`config.mk`:
```
export PLATFORM = sky130hd
export DESIGN_NAME = pfba_word_unit
export DESIGN_NICKNAME = d
export VERILOG_FILES = /design/src/hw/rtl/pfba_pkg.sv /design/src/hw/rtl/pfba_word_unit.sv
export SDC_FILE = /design/constraint.sdc
export NUM_CORES = 1
export LEC_CHECK = 0
export BUFFER_PORTS_ARGS = -buffer_cell sky130_fd_sc_hd__buf_2
export CAP_MARGIN = 20
export CORE_MARGIN = 2
export CORE_UTILIZATION = 46
export DETAILED_ROUTE_END_ITERATION = 16
export GPL_TIMING_DRIVEN = 0
export PLACE_DENSITY = 0.92
export SKIP_LAST_GASP = 1
export SYNTH_ARGS = -nofsm -noshare
export SYNTH_HDL_FRONTEND = slang
export SYNTH_SLANG_ARGS = --single-unit
```
`constraint.sdc`:
```
create_clock -name vclk -period 8.57
set_input_delay 2.571 -clock vclk [all_inputs]
set_output_delay 2.571 -clock vclk [all_outputs]
set_load 0.03 [all_outputs]
```
`src/hw/rtl/pfba_pkg.sv`:
```
// pfba_pkg: shared types, codes and constants of the page frame bitmap allocator
// used by pfba_word_unit and page_frame_bitmap_allocator_unit; no dependencies
package pfba_pkg;

	// bitmap word geometry: eight page bits per memory word
	localparam int WORD_BITS  = 8;
	localparam int WORD_IDX_W = 3;
	localparam int CHG_W      = 4;

	// field widths
	localparam int CMD_W   = 3;
	localparam int PAGE_W  = 20;
	localparam int COUNT_W = 17;
	localparam int GRANT_W = 16;
	localparam int CNT_W   = 17;

	localparam logic [CNT_W-1:0] CNT_MAX           = 17'h1FFFF;
	localparam logic [CNT_W-1:0] TOTAL_PAGES_RESET = 17'h10000;
	localparam int               DEFAULT_NUM_PAGES = 65536;

	// command codes
	localparam logic [CMD_W-1:0] CMD_REQUEST   = 3'd0;
	localparam logic [CMD_W-1:0] CMD_FREE      = 3'd1;
	localparam logic [CMD_W-1:0] CMD_LOCK      = 3'd2;
	localparam logic [CMD_W-1:0] CMD_RESERVE   = 3'd3;
	localparam logic [CMD_W-1:0] CMD_UNRESERVE = 3'd4;

	// status codes
	localparam logic STATUS_DONE    = 1'b0;
	localparam logic STATUS_NO_PAGE = 1'b1;

	typedef struct packed {
		logic [CMD_W-1:0]   command;
		logic [PAGE_W-1:0]  first_page;
		logic [COUNT_W-1:0] page_count;
	} req_t;

	typedef struct packed {
		logic               status;
		logic [GRANT_W-1:0] granted_page;
		logic [CNT_W-1:0]   free_pages;
		logic [CNT_W-1:0]   used_pages;
		logic [CNT_W-1:0]   reserved_pages;
	} rsp_t;

	// control into the word unit
	typedef struct packed {
		logic set;     // drive selected bits to one, else to zero
		logic single;  // change only the lowest candidate bit
	} word_op_t;

	// result of the word unit
	typedef struct packed {
		logic [WORD_BITS-1:0]  new_word;
		logic [CHG_W-1:0]      n_changed;
		logic                  any;
		logic [WORD_IDX_W-1:0] low_idx;
	} word_res_t;

endpackage

```
`src/hw/rtl/pfba_word_unit.sv`:
```
// pfba_word_unit: modifies one bitmap word under a page mask, counts changed bits
// depends on pfba_pkg
module pfba_word_unit (
	input  logic [pfba_pkg::WORD_BITS-1:0] word,
	input  logic [pfba_pkg::WORD_BITS-1:0] mask,
	input  pfba_pkg::word_op_t             op,
	output pfba_pkg::word_res_t            res
);

	logic [pfba_pkg::WORD_BITS-1:0] cand;
	logic [pfba_pkg::WORD_BITS-1:0] changed;
	logic [pfba_pkg::WORD_IDX_W-1:0] low;
	logic [pfba_pkg::CHG_W-1:0] n;

	always_comb begin
		// bits in the mask that do not hold the wanted value yet
		cand = op.set ? (mask & ~word) : (mask & word);
		low = '0;
		for (int i = pfba_pkg::WORD_BITS - 1; i >= 0; i--) begin
			if (cand[i]) begin
				low = pfba_pkg::WORD_IDX_W'(i);
			end
		end
		if (op.single) begin
			changed = (|cand) ? (pfba_pkg::WORD_BITS'(1) << low) : '0;
		end else begin
			changed = cand;
		end
		n = '0;
		for (int i = 0; i < pfba_pkg::WORD_BITS; i++) begin
			n = n + pfba_pkg::CHG_W'(changed[i]);
		end
		res.new_word  = op.set ? (word | changed) : (word & ~changed);
		res.n_changed = n;
		res.any       = |cand;
		res.low_idx   = low;
	end

endmodule

```
Yosys cells after proc, flatten, opt, wreduce, memory -nomap -nowiden
Index checks and enable logic that the tools add are counted.
{ "totals": {"regBits": 0, "input_bits": 18, "output_inout_bits": 16, "wordCells": 27} }
{ "classes": {"addsub": 7, "n_shift": 1, "muxes": 12, "bitwise": 6, "reduce_logical": 1} }
{ "ops": {"columns": ["cell", "n"], "rows": [
  ["two-way mux 8 bit", 4],
  ["AND 8 bit", 3],
  ["two-way mux 3 bit", 8],
  ["adder 4 x 1 -> 4 bit", 4],
  ["inverter 8 bit", 2],
  ["bitwise OR 8 bit", 1],
  ["OR reduction 8 bit", 1],
  ["<< shifter 1 x 3 -> 8 bit, first input constant", 1],
  ["adder 3 x 1 -> 4 bit", 1],
  ["adder 2 x 1 -> 3 bit", 1],
  ["adder 1 x 1 -> 2 bit", 1]
]} }

Longest topological paths before layout
{ "logic_depth": {"ltp_word": 21, "ltp_mapped": 17, "ltp_nobuf": 16} }

Worst setup path after synthesis
Ideal clock, no wire load.
{ "synth_path": {"path_kind": "input port to output port", "from": "in op[1] (netlist bit)", "to": "out res[6] (netlist bit)", "arrival_time_ps": 6293, "t_required_ps": 5999, "setup_slack_ps": -294, "cell_stages": 17, "path_buffers": 2, "path_cell_list": "buf_6 -> buf_6 -> nand3b_1 -> o21ai_2 -> a221o_2 -> nor2_1 -> a31oi_1 -> fa_1 -> inv_1 -> fa_1 -> inv_1 -> fa_1 -> inv_1 -> ha_1 -> inv_1 -> fa_1 -> xnor2_1"} }
{ "synth_rtl": {"columns": ["element", "line", "rtl"], "rows": [
  ["start: declaration", "pfba_word_unit.sv:6", "input pfba_pkg::word_op_t op,"],
  ["end: declaration", "pfba_word_unit.sv:7", "output pfba_pkg::word_res_t res"]
]} }

==> impl.org <==
** Run status
- The run finished, with violations left.
- Failing checks :: negative setup slack

** Power
- Clock power share :: 0
- Worst IR drop on VDD :: 0.0000634 V
- Relative contribution of sequential cells to total power :: 0
- Internal power comes to 55.3 uW.
- The analysis attributes to net switching a power of 76.5 uW.
- The design draws 132 uW.
- The analysis attributes to cell leakage a power of 0.000579 uW.
- Gate power share :: 1.000
- Proportion of total power due to net switching :: 0.580
- Power density over cell area :: 103 nW/um^2

** Critical path
- The critical path is of the in -> out type.
- CP Launch Type :: input pin
- Data required, critical path :: 6.00 ns
- Along the worst path, the maximum fanout reaches 5.
- At the worst endpoint, the arrival time is 6.19 ns.
- Worst setup EP type :: output port

** Finish
- Register area :: 0 um^2
- The number of antenna diodes in the final layout is 0.
- Layout sequential cell count :: 0
- After layout, the clock buffer instance count stands at 0.
- Filler cell count :: 96
- Of the cells placed in the final design, the portion with a size suffix greater than 1 is 0.527.
- For this run, the post-layout net count is 177.
- Layout-stage area growth over the synthesis result :: 67.6%
- Final standard cell utilization of the core :: 0.841
- Once layout is done, the placed cells without fillers occupy 1280 um^2.
- The count of cells in the finished layout, fillers not included, comes to 166.

** Placed design
- After detailed placement, the total cell area comes to 998 um^2.
- Input and output buffers added on the ports amount to 34.
- Detailed placement finished with a half-perimeter wire length of 1.76 mm.
- Cell count after placement :: 152
- Routability-driven placement finished with a final weighted congestion of 0.899.

** Timing
- Period Utilization, post-route :: 1.02
- Across all setup checks in the final design, the least slack found is -0.195 ns.
- Actual transition at the worst max-transition pin :: 0.523 ns
- The hold violation total from the final report came to 0.
- RSZ-0062 raised after global routing :: yes
- The final-report max-slew violation count came to 0.
- In this run the tightest slew margin relative to its limit is 0.651.
- Min Tclk post-route :: 8.76 ns
- Derived from the worst setup path, the maximum achievable clock frequency is 0.114 GHz.
- Setup violations remaining at the end of the flow were counted as 3.

** Logic synthesis
- After synthesis, the netlist uses 36 different library cells.
- After synthesis, the mean cell area works out to 7.49 um^2.
- Area leader, netlist :: fa_1
- The share of synthesized area in the top cell type comes to 0.105.
- Part of the Yosys area used for sequential elements :: 0
- Cell types occupying the most area after synthesis :: fa_1 (10%), mux2_1 (8.8%), nand2b_1 (7.4%)
- Ranking of synthesized cells by instance count :: inv_1 (10), nand2b_1 (9), nand2_1 (8)
- Post-synthesis net count :: 127
- Number of cells produced by synthesis :: 102
- Cell area after technology mapping :: 764 um^2
- Most common cell in the synthesized netlist :: inv_1
- For this run, the number of Yosys warnings is 0.

** Hold path
- Worst hold path class :: in -> out

** Floorplanning
- The floorplan step defined a die boundary enclosing 2000 um^2.
- The total area inside the core boundary comes to 1520 um^2.
- I/O Pins :: 34
- Die span in x :: 44.8 um
- For this configuration, the core starts out at a cell density of 0.502.
- The floorplan has 14 rows.
- From bottom edge to top edge, the die measures 44.8 um.

** Routing
- In this run, the number of DRC markers left after iteration 0 of detailed routing was 31.
- For this run, design rule violations remaining after detail routing come to 0.
- Via count :: 1,048
- Detailed-route wire length :: 3.09 mm
- In this run the remaining antenna-violating nets after routing total 0.
- Using the TritonRoute via totals, the vias-per-cell ratio works out to 6.31.
- Dividing the detail-routed wire length by the instance count gives 18.6 um.
- For this run, the detailed router's first-pass iteration total came to 4.

** Global routing
- The initial antenna violation count came to 0.
- The number of global-route vias before repair was 976.
- Congestion Overflow GR :: 0
- First-pass GRT wire length :: 4.25 mm
- For this run, the total global-route usage over all layers was measured as 0.271.
- Pin count of the biggest net entering global routing :: 11

** Job
- Total of max-cap violations :: 0
==> critical path, cell delays in order <==
cell and delay, ns:
buf_2 0.13, and2b_1 0.22, a22o_1 0.16, a21oi_2 0.07, a221o_2 0.34, nor2_4 0.14
a31oi_4 0.04, fa_1 0.51, inv_1 0.06, fa_1 0.49, inv_1 0.05, fa_2 0.52
inv_2 0.04, ha_4 0.15, inv_2 0.05, fa_2 0.44, inv_4 0.06, buf_6 0.12
==> power groups by stage <==
stage	Combinational, uW	Sequential (uW)	Clock [uW]
3_5_place_dp	99.8	0	0
4_1_cts	119	0	0
2_1_floorplan	74.4	0	0
6_report	132	0	0
3_3_place_gp	95.7	0	0
5_1_grt	141	0	0
==> cells by family after synthesis <==
kind of cell               share of synthesized area
xor gates and xnor gates                      0.0917
and+or+nand+nor                                0.236
buffers and inverters                         0.0949
muxes                                          0.118
AOI/OAI and AO/OA                              0.306
adders and majority gates                      0.154
==> layout by cell type, fill, tap and decap left out, types with 3 or more instances in the layout <==
cell type	count
nor2_1	4
buf_2	28
mux2_1	6
inv_1	7
buf_6	5
a31oi_1	4
xor2_1	4
nand2b_1	6
nand2_1	8
a221oi_1	3
a31oi_4	4
nand2b_4	3
inv_2	3
o2bb2ai_1	4
buf_4	15
==> repair_timing <==
item / CTS / global route
setup endpoints to repair: 4 / 4
pin swaps: 10 / 9
gates resized for setup: 23 / 14
cloned: 0 / 0
buffers inserted: 9 / 5
hold buffers: 0 / 0
==> path summary, 6_finish.rpt <==
check	from	end	slack (ns)	cells past startpoint
setup / recovery	word[7]	res[5]	-0.19	18
hold / removal	word[1]	res[9]	5.56	3
==> layout make-up <==
| class | instances | area [um^2] | share of cell area |
|---|---|---|---|
| timing repair buffer | 48 | 312 | 0.243 |
| inverter | 11 | 43.8 | 0.0342 |
| tap | 16 | 20.0 | 0.0156 |
| multi-input combinational | 87 | 862 | 0.673 |
| buffer | 4 | 43.8 | 0.0342 |
==> through the flow <==
step	hold slack (ns)	setup WS [ns]	setup TNS, ns
3_3_place_gp	5.55	-0.388	-0.736
4_1_cts	5.56	-0.339	-0.776
6_report	5.56	-0.195	-0.485
3_5_place_dp	5.55	-0.516	-1.18
2_1_floorplan	5.37	-0.0218	-0.0348
5_1_grt	5.58	-0.309	-0.801
==> metal layers <==
metal  vias up  routed length, um  track usage
met1       500               1100        0.320
li1        464                  -            -
met2        63               1620        0.504
met3        21                212       0.0280
met5         -                  0            0
met4         0                154       0.0848
Note: power is estimated with default switching activity, not from simulation.
